`config.mk`:
```
export PLATFORM = sky130hd
export DESIGN_NAME = swfb_div
export DESIGN_NICKNAME = d
export VERILOG_FILES = /design/src/hw/rtl/swfb_pkg.sv /design/src/hw/rtl/swfb_div.sv
export SDC_FILE = /design/constraint.sdc
export NUM_CORES = 1
export LEC_CHECK = 0
export BUFFER_PORTS_ARGS = -buffer_cell sky130_fd_sc_hd__buf_2
export CAP_MARGIN = 10
export CORE_MARGIN = 2
export CORE_UTILIZATION = 40
export CTS_BUF_LIST = sky130_fd_sc_hd__clkbuf_4
export DETAILED_ROUTE_END_ITERATION = 12
export PLACE_DENSITY = 0.69
export SLEW_MARGIN = 20
export SYNTH_ARGS = -nofsm -noshare
export SYNTH_HDL_FRONTEND = slang
export SYNTH_SLANG_ARGS = --single-unit
```
`constraint.sdc`:
```
create_clock -name clk -period 13.8 [get_ports clk]
set_input_delay 0 -clock clk [delete_from_list [all_inputs] [get_ports clk]]
set_output_delay 0 -clock clk [all_outputs]
set_load 0.005 [all_outputs]
```
`src/hw/rtl/swfb_pkg.sv`:
```
// Shared types, constants and helper functions for the stereo feedback waveshaper.
package swfb_pkg;

  localparam int SAMPLE_W        = 24;
  localparam int CFG_W           = 13;
  localparam int TANH_DEPTH_DEF  = 256;
  localparam int FADE_STEPS_DEF  = 100;
  localparam int DIV_W           = 64;
  localparam int QCNT_W          = 6;

  localparam logic [CFG_W-1:0] Q12_ONE = 13'd4096;

  typedef enum logic [1:0] {
    REG_SHAPE       = 2'd0,
    REG_FEEDBACK    = 2'd1,
    REG_WAVE_SOURCE = 2'd2,
    REG_EFFECT_ON   = 2'd3
  } reg_index_t;

  // Request to the shared divider: quotient bit count is set per use.
  typedef struct packed {
    logic              start;
    logic [QCNT_W-1:0] qbits;
  } div_req_t;

  // Q30 multiply with rounding, elaboration-time use.
  function automatic logic [63:0] mul_q30(input logic [63:0] a, input logic [63:0] b);
    return (a * b + (64'd1 << 29)) >> 30;
  endfunction

endpackage

```
`src/hw/rtl/swfb_div.sv`:
```
// Restoring radix-2 divider shared by the table build and the curve.
module swfb_div
  import swfb_pkg::*;
(
  input  logic             clk,
  input  logic             rst,
  input  div_req_t         req,
  input  logic [DIV_W-1:0] dividend,
  input  logic [DIV_W-1:0] divisor,
  output logic             done,
  output logic [DIV_W-1:0] quotient
);

  logic [DIV_W-1:0]  rem;
  logic [DIV_W-1:0]  sh;
  logic [DIV_W-1:0]  dsr;
  logic [QCNT_W-1:0] cnt;
  logic              busy;
  logic [DIV_W-1:0]  rem_shift;
  logic              fits;

  // Caller guarantees the quotient fits in qbits, so the top part is already below divisor.
  assign rem_shift = {rem[DIV_W-2:0], sh[DIV_W-1]};
  assign fits      = (rem_shift >= dsr);

  always_ff @(posedge clk) begin
    if (rst) begin
      busy <= 1'b0;
      done <= 1'b0;
    end else begin
      done <= busy && !req.start && (cnt == QCNT_W'(1));
      if (req.start) begin
        rem      <= dividend >> req.qbits;
        sh       <= dividend << (7'd64 - {1'b0, req.qbits});
        dsr      <= divisor;
        cnt      <= req.qbits;
        quotient <= '0;
        busy     <= 1'b1;
      end else if (busy) begin
        rem      <= fits ? (rem_shift - dsr) : rem_shift;
        quotient <= {quotient[DIV_W-2:0], fits};
        sh       <= {sh[DIV_W-2:0], 1'b0};
        cnt      <= cnt - 1'b1;
        if (cnt == QCNT_W'(1)) begin
          busy <= 1'b0;
        end
      end
    end
  end

endmodule

```
== Yosys cells after proc, flatten, opt, wreduce, memory -nomap -nowiden ==
Index checks and enable logic that the tools add are counted.
Cells by class
  reductions and logical operators: 6
  order comparisons: 1
  mux-type cells: 11
  eq/ne operators: 1
  $add $sub $neg: 3
  shift-type cells: 2
  bitwise operators: 1
Operators with widths (count)
  $mux W64: 3
  $mux W63: 3
  $ge A64 B64 Y1: 1
  $shl A64 B7 Y64: 1
  $shr A64 B6 Y63: 1
  $sub A63 B63 Y63: 1
  $mux W6: 2
  $sub A7 B6 Y7 const A: 1
  $eq A6 B1 Y1 const B: 1
  $sub A6 B1 Y6 const B: 1
  $reduce_and A2 Y1: 2
  $mux W1: 3
  $logic_and A1 B1 Y1: 2
  $reduce_bool A2 Y1: 1
  $logic_not A1 Y1: 1
  $not A1 Y1: 1
Storage, ports and cells
  logic and storage cells: 32
  flip-flop bits (word level): 263
  output and inout port bits: 65

== Longest topological paths before layout ==
Gate-level depths: netlist of the first run.
  word-level depth: 4
  depth in mapped cells: 18
  mapped depth without buffers: 15

== Least setup slack after synthesis of the first run ==
No wires, ideal clock.
  path type: input-to-reg
  from: input req[6] in the netlist's numbering
  to: register busy
  arrival time: 9.456 ns
  path slack: 4.230 ns
  library setup time: 0.114 ns
  path buffers: 2
  required time: 13.686 ns
  cell stages on the path: 5
  cell sequence: clkbuf_1 -> clkbuf_1 -> nor2_1 -> nor2_1 -> and2_1
Between the ends
  word-level cells in the longest chain between the ends: 1
Ends and longest elaborated chain
  start, declared: RTL line swfb_div.sv:7  | input div_req_t req,
  $mux W1: RTL line swfb_div.sv:32  | if (req.start) begin
  end signal, assigned: RTL line swfb_div.sv:28  | busy <= 1'b0;
  end signal, assigned: RTL line swfb_div.sv:38  | busy <= 1'b1;
  end signal, assigned: RTL line swfb_div.sv:45  | busy <= 1'b0;
  end, declared: RTL line swfb_div.sv:18  | logic busy;
Every way passes these cells.
A chain may end at the register's enable or synchronous reset.

== Final worst setup path of the first run ==
  from: register rem[50]
  to: register rem[24], data pin
Between the ends
  word-level cells in the longest chain between the ends: 4
Ends and longest elaborated chain
  start, declared: RTL line swfb_div.sv:14  | logic [DIV_W-1:0] rem;
  start signal, assigned: RTL line swfb_div.sv:33  | rem <= dividend >> req.qbits;
  start signal, assigned: RTL line swfb_div.sv:40  | rem <= fits ? (rem_shift - dsr) : rem_shift;
  $ge A64 B64 Y1: RTL line swfb_div.sv:24  | assign fits = (rem_shift >= dsr);
  $mux W63: RTL line swfb_div.sv:40
  $mux W63: RTL line swfb_div.sv:39  | end else if (busy) begin
  $mux W63: RTL line swfb_div.sv:32
Every way passes these cells. The select of a mux whose other input is x is not followed.

==> results.yml, run 1 <==
layout:
  layout.nets: 2747
  area_growth_pct: 17.65
  multi_input_area_um2: 12420
  post-route-util_pct: 47.72
  finalInstanceArea_um2: 25130
  area.sequential_um2: 7878
  drive_gt1_share_pct: 18.70
  nFillCells: 4990
min_path:
  whs_endpoint: "sh[14]"
  whs_path_depth: 7
  min_path_type: "input pin to flop"
  worst_hold_startpoint: "dividend[10]"
sta:
  fmax_mhz: 254.0
  setup_viol: 0
  rsz0062_at_grt: "no"
  period_minus_slack_ns: 3.936
  hold_viol: 0
  hold_slack_ns: 0.1053
  finalSetupTns_ns: 0
  maxSlewHeadroom_pct: 29.23
  tightest_slew_ns: 1.058
  fin_crit_sh_pct: 28.52
  fin_ws_ns: 9.864
  slew_violations: 0
  clock-skew-final_ns: 0.05511
detailed_routing:
  vias: 19235
  wl_per_cell_um: 21.15
  vias_per_cell: 5.857
  antenna_left: 0
  drt_wl_total_um: 69470
  drc: 0
  drt_iter0_markers: 1969
  drtPass1Iterations: 5
grt:
  grt_pass1_wl_um: 107700
  grt_max_degree: 107
  antenna_found_initial: 4
  grt_pass1_vias: 19227
  overflow: 0
  grt_use_total_pct: 24.51
floorplan:
  io_pins: 202
  fp.dieW_um: 235.1
  dieArea_um2: 55260
  core.rowCount: 84
  initial_utilization_pct: 40.56
  chipHeight_um: 235.1
  coreArea_um2: 52660
setup_path:
  r2r_setup_slack_ns: 9.86
  rr_endpoint: "rem[24]"
  r2r-start: "rem[50]"
  cpPeakStageDelay_ns: 0.68
  cp.buffers_inverters: 1
  critical_path.max_fanout: 52
  r2r_cells: 10
  critical_path_arrival_ns: 4.46
  crit_slowest_cell: "buf_4"
  path_cells: "ha_1 -> a21oi_1 -> o21ai_0 -> a41oi_1 -> o21ai_1 -> a211oi_2 -> and3_2 -> buf_4 -> mux2i_1 -> o221ai_1"
  critical_path_required_ns: 14.33
  startpoint_type: "flop"
  path_class: "flop to flop"
  end_kind: "flop"
  path_delay_family: "compound AO/OA/AOI/OAI gates"
status:
  outcome: "complete, no violations"
synth:
  synth-seq-area-share_pct: 36.89
  yosysMostFrequentCell: "edfxtp_1"
  ys_top_cells_by_count: "edfxtp_1, mux2i_1, o21ai_0"
  synthTopCellsByArea: "edfxtp_1, mux2i_1, o21ai_0"
  synth_top_cell_by_area: "edfxtp_1"
  yosys_warnings: 0
  netlist.area_leader.share_pct: 36.70
  yosysUniqueCellTypes: 80
  syn_avg_cell_area_um2: 9.417
  synth_ff_type: "edfxtp_1"
  syn_nets: 2473
  ys_async_sr_fraction_pct: 0
  synth_area_um2: 21360
  synth-edff-count: 261
  synthCells: 2268
  ys_ff_latch: 263
placement:
  post-place-ws_ns: 9.601
  dpl-instance-area_um2: 22750
  gp_congestion: 0.9593
  hpwl_um: 51120
  io_buffers: 201
clocking:
  root_buffer: "clkbuf_4"
  cts_buffers: 74
  cts_buffer_depth: 3
  cts_sinks: 263
  clkLatencyLatePin_ns: 0.84
  path_clk_slew_ns: 0.07
  htreeDepth: 3
  cts_setup_buffers: 0
  ctsResizeCount: 0
  cts_tree: "done"
  hold_buffers: 140
run:
  max_cap_violations: 0
power:
  ir_drop_uv: 59.30
  p_per_area_nw_per_um2: 108.9
  leakage_nw: 10.24
[per-stage QoR]
stage	total power, W	cells
detailed placement	0.001927	3014
finish	0.002736	3284
floorplan	0.001678	2268
global placement	0.001918	3014
global route	0.002884	3284
CTS	0.002746	3281
[flip-flops by register name, indices dropped and copies added, names as in the netlist]
register  cells
cnt           6
done          1
quotient     64
busy          1
sh           64
dsr          64
rem          63
[worst register-to-register path: cells and delay by family (launching register included)]
kind            cells  cell delay [ns]
compound gates      6             1.34
buf+inv             1             0.68
flops               1             0.47
fa+ha+maj           1             0.47
simple gates        1             0.33
mux                 1             0.33
[power by group]
group	switching (W)	internal, W
Combinational	0.000587	0.000378
Clock	0.000368	0.000403
Sequential	0.0000343	0.000966
[cell families after synthesis]
logic type	Yosys count	share of synthesized area [%]
and+or+nand+nor	614	13.61
AOI/OAI and AO/OA	662	20.33
xor gates and xnor gates	64	2.625
DFF	263	36.89
buffers and inverters	271	5.396
adders and majority gates	68	4.019
muxes	326	17.14
[worst max-delay path by stage]
stage,from,to,slack (ns),cells after the start
6_report,rem[50],rem[24],9.86,10
5_1_grt,rem[30],rem[24],9.67,11
4_1_cts,rem[56],rem[24],9.92,12
3_5_place_dp,req[1],sh[63],9.60,14
3_3_place_gp,req[1],sh[63],9.64,14
2_1_floorplan,req[6],busy,4.23,5
[per-layer routing]
layer	global-route usage [%]	routed length, µm	part of all wire, %	vias to the layer above
met4	9.359	2339	3.4	4
met5	0	24	0.035	-
met1	33.03	29980	43	9217
li1	-	-	-	9059
met3	4.488	5236	7.5	144
met2	39.13	31890	46	811
[area by class of cell]
type                       instances  share of cell area (%)
antenna                            3                 0.02988
sequential                       263                   31.35
multi-input combinational       1734                   49.44
tap                              688                   3.426
clock buffer                     104                   3.107
inverter                         102                   1.524
timing repair buffer             367                   10.40
clock inverter                    23                  0.7220
[cell usage in the layout (no fill, tap or decap), drive strengths merged, types with 11 or more instances in the layout]
cell type,count
a211oi,31
a21o,40
a21oi,128
a221o,21
a31oi,14
buf,227
clkbuf,104
clkinv,18
dlygate4sd3,140
edfxtp,261
ha,67
inv,102
mux2,67
mux2i,234
mux4,25
nand2,158
nand2b,64
nand3,15
nand4,24
nor2,206
nor2b,71
nor3,30
o211ai,44
o21ai,222
o21bai,14
o221ai,32
o22ai,21
o2bb2ai,25
or2,11
xnor2,38
xor2,26
(Power assumes the default switching activity.)
==> inputs of run 2 (changes only) <==
--- a/config.mk
+++ b/config.mk
@@ -5,13 +5,14 @@
 export SDC_FILE = /design/constraint.sdc
 export NUM_CORES = 1
 export LEC_CHECK = 0
+export ABC_AREA = 1
 export BUFFER_PORTS_ARGS = -buffer_cell sky130_fd_sc_hd__buf_2
 export CAP_MARGIN = 10
 export CORE_MARGIN = 2
 export CORE_UTILIZATION = 40
 export CTS_BUF_LIST = sky130_fd_sc_hd__clkbuf_4
 export DETAILED_ROUTE_END_ITERATION = 12
-export PLACE_DENSITY = 0.69
+export PLACE_DENSITY = 0.68
 export SLEW_MARGIN = 20
 export SYNTH_ARGS = -nofsm -noshare
 export SYNTH_HDL_FRONTEND = slang
==> constraint.sdc (replaced) <==
create_clock -name clk -period 3.96 [get_ports clk]
set_input_delay 0 -clock clk [delete_from_list [all_inputs] [get_ports clk]]
set_output_delay 0 -clock clk [all_outputs]
set_load 0.005 [all_outputs]
==> run 2 against run 1 <==
Effect of this change: combinational power rose to 3.9 times the previous value; maximum frequency rose by 28%; global-route usage rose by 3.1 points; flip-flop and latch count did not move; critical endpoint is now rem[19]; critical path depth rose by 8; clock-buffer cell count fell by 2; cell count rose by 52%; utilization fell by 0.92 points; sequential power rose to 3.5 times the previous value; synthesized cell count rose by 71%; register-to-register slack got worse by 9.0 ns.
==> results.yml, run 2 <==
layout:
  multi_input_area_um2: 13440
  reg.largest.list: "dsr: 64 flops, quotient: 64 flops, sh: 64 flops"
  layout.nets: 4362
  nFillCells: 6359
  final_cell_mix: "nand2_1, inv_1, nand3_1"
  drive_gt1_share_pct: 9.410
  finalInstanceArea_um2: 28200
  layout_commonest_cell: "nand2_1"
  area.sequential_um2: 7878
  area_growth_pct: 16.08
placement:
  hpwl_um: 67180
  io_buffers: 201
  dpl-instance-area_um2: 25760
  gp_congestion: 1.079
  post-place-ws_ns: 0.8905
power:
  power_frac_seq_pct: 35.3
  power_frac_clock_pct: 26.6
  power_switching_w: 0.003975
  sw_frac_of_total_pct: 40.37
  ir_drop_uv: 242.2
  leakage_nw: 14.75
  p_per_area_nw_per_um2: 349.2
  p_int_w: 0.005870
  power_frac_comb_pct: 38.1
floorplan:
  chipHeight_um: 250.4
  initial_utilization_pct: 40.32
  io_pins: 202
  fp.dieW_um: 250.4
  core.rowCount: 90
  coreArea_um2: 60250
  dieArea_um2: 62710
synth:
  synthCells: 3869
  synth-seq-area-share_pct: 32.43
  yosysUniqueCellTypes: 46
  netlist.area_leader.share_pct: 32.27
  synth_top_cell_by_area: "edfxtp_1"
  synthTopCellsByArea: "edfxtp_1, nand2_1, inv_1"
  yosys_warnings: 0
  yosysMostFrequentCell: "nand2_1"
  ys_ff_latch: 263
  ys_top_cells_by_count: "nand2_1, inv_1, nand3_1"
  synth-edff-count: 261
  synth_ff_type: "edfxtp_1"
  syn_avg_cell_area_um2: 6.278
  synth_area_um2: 24290
  ys_async_sr_fraction_pct: 0
  syn_nets: 4074
setup_path:
  critical_path_required_ns: 4.50
  startpoint_type: "flop"
  path_class: "flop to flop"
  r2r_setup_slack_ns: 0.90
  end_kind: "flop"
  critical_path.max_fanout: 51
  r2r-start: "sh[63]"
  r2r_cells: 18
  critical_path_arrival_ns: 3.60
  rr_endpoint: "rem[19]"
sta:
  period_minus_slack_ns: 3.063
  clock-skew-final_ns: 0.05221
  maxSlewHeadroom_pct: 32.21
  fmax_mhz: 326.4
  fin_ws_ns: 0.8967
  setup_viol: 0
  fin_crit_sh_pct: 77.36
  rsz0062_at_grt: "no"
  tightest_slew_ns: 1.014
  hold_viol: 0
  slew_violations: 0
run:
  max_cap_violations: 0
grt:
  grt_max_degree: 135
  grt_pass1_wl_um: 134900
  grt_use_total_pct: 27.61
  overflow: 0
  grt_pass1_vias: 24149
  antenna_found_initial: 6
clocking:
  ctsResizeCount: 0
  cts_tree: "done"
  htreeDepth: 3
  cts_buffers: 78
  cts_sinks: 263
  path_clk_slew_ns: 0.08
  cts_buffer_depth: 3
  clkLatencyLatePin_ns: 0.83
  root_buffer: "clkbuf_4"
status:
  outcome: "complete, no violations"
detailed_routing:
  drt_iter0_markers: 2764
  drt_wl_total_um: 88110
  vias_per_cell: 5.141
  wl_per_cell_um: 17.61
  vias: 25724
  antenna_left: 0
  drc: 0
  drtPass1Iterations: 6
min_path:
  min_path_type: "input pin to flop"
  whs_endpoint: "sh[53]"
  whs_path_depth: 9
  worst_hold_startpoint: "dividend[5]"
==> run 2: cell count changes in the layout (fill, tap and decap cells not counted), moves of 64 or more <==
cell / previous run / this run
nand3_1: 15 / 374
mux2_2: 67 / 0
inv_1: 98 / 559
nor2b_1: 71 / 0
nand2_1: 157 / 1630
o21ai_0: 214 / 146
nand2b_1: 64 / 0
mux2i_1: 234 / 67
==> run 2: logic make-up after synthesis <==
group,after synthesis,share of synthesized area [%]
flip-flops,263,32.43
buffers and inverters,751,12.39
multiplexers,67,2.761
XOR/XNOR,35,1.293
AND/OR/NAND/NOR,2344,39.93
adder cells (fa/ha/maj),68,3.534
AO/OA/AOI/OAI,341,7.660
==> run 2: worst max-delay path by stage <==
stage	endpoint	slack [ns]	startpoint	cells after the start
floorplan	cnt[0]	-0.15	busy	2
global placement	rem[55]	0.92	sh[63]	18
detailed placement	rem[5]	0.89	dsr[0]	17
CTS	rem[19]	0.90	sh[63]	18
global route	rem[44]	0.64	dsr[35]	16
finish	rem[19]	0.90	sh[63]	18
==> run 2: timing repair <==
action                    CTS  global route
hold buffers              146             0
buffers inserted            0             0
hold endpoints to repair  371             0
==> run 2: stage by stage <==
stage               power (W)  std cells  utilization [%]  hold slack, ns  setup TNS (ns)
finish               0.009845       5004            46.80         0.08842               0
detailed placement   0.007076       4713            42.75          0.1781               0
global placement     0.007074       4713            42.75          0.1764               0
global route          0.01048       5004            46.80          0.1118               0
CTS                  0.009859       5001            46.79        0.003761               0
floorplan            0.006031       3869                -         0.07659          -30.36
==> run 2: layer usage <==
metal,wire length (µm),global-route usage (%),vias to the layer above
li1,-,-,12879
met1,37260,35.79,11600
met2,39240,43.61,1000
met3,6284,4.520,239
met4,5282,15.89,6
met5,42,0,-
==> run 2: power by group through the flow <==
stage | Sequential, W | Combinational [W] | Clock [W]
after floorplan | 0.00351 | 0.00252 | 0
after global routing | 0.00350 | 0.00415 | 0.00283
after CTS | 0.00347 | 0.00368 | 0.00271
after detailed placement | 0.00353 | 0.00355 | 0
final | 0.00348 | 0.00375 | 0.00262
after global placement | 0.00352 | 0.00355 | 0
==> run 2: area by class of cell <==
| class | count | share of cell area, % |
|---|---|---|
| antenna | 3 | 0.02663 |
| clock buffer | 102 | 2.716 |
| clock inverter | 40 | 0.7233 |
| inverter | 578 | 7.704 |
| multi-input combinational | 2855 | 47.68 |
| sequential | 263 | 27.94 |
| tap | 782 | 3.470 |
| timing repair buffer | 381 | 9.745 |
==> run 2: critical path: stages, from the launching register on <==
cell	delay, ns
edfxtp_1	0.32
inv_1	0.05
ha_1	0.22
fa_1	0.40
inv_1	0.10
nand2_1	0.05
nand2_1	0.07
nand3_1	0.09
nand2_2	0.16
nand2_1	0.08
nand2_2	0.16
nand2_2	0.09
nand3_2	0.11
nand2_4	0.08
nand2_8	0.31
buf_4	0.29
nand2_1	0.07
nand3_1	0.07
nand2_1	0.06
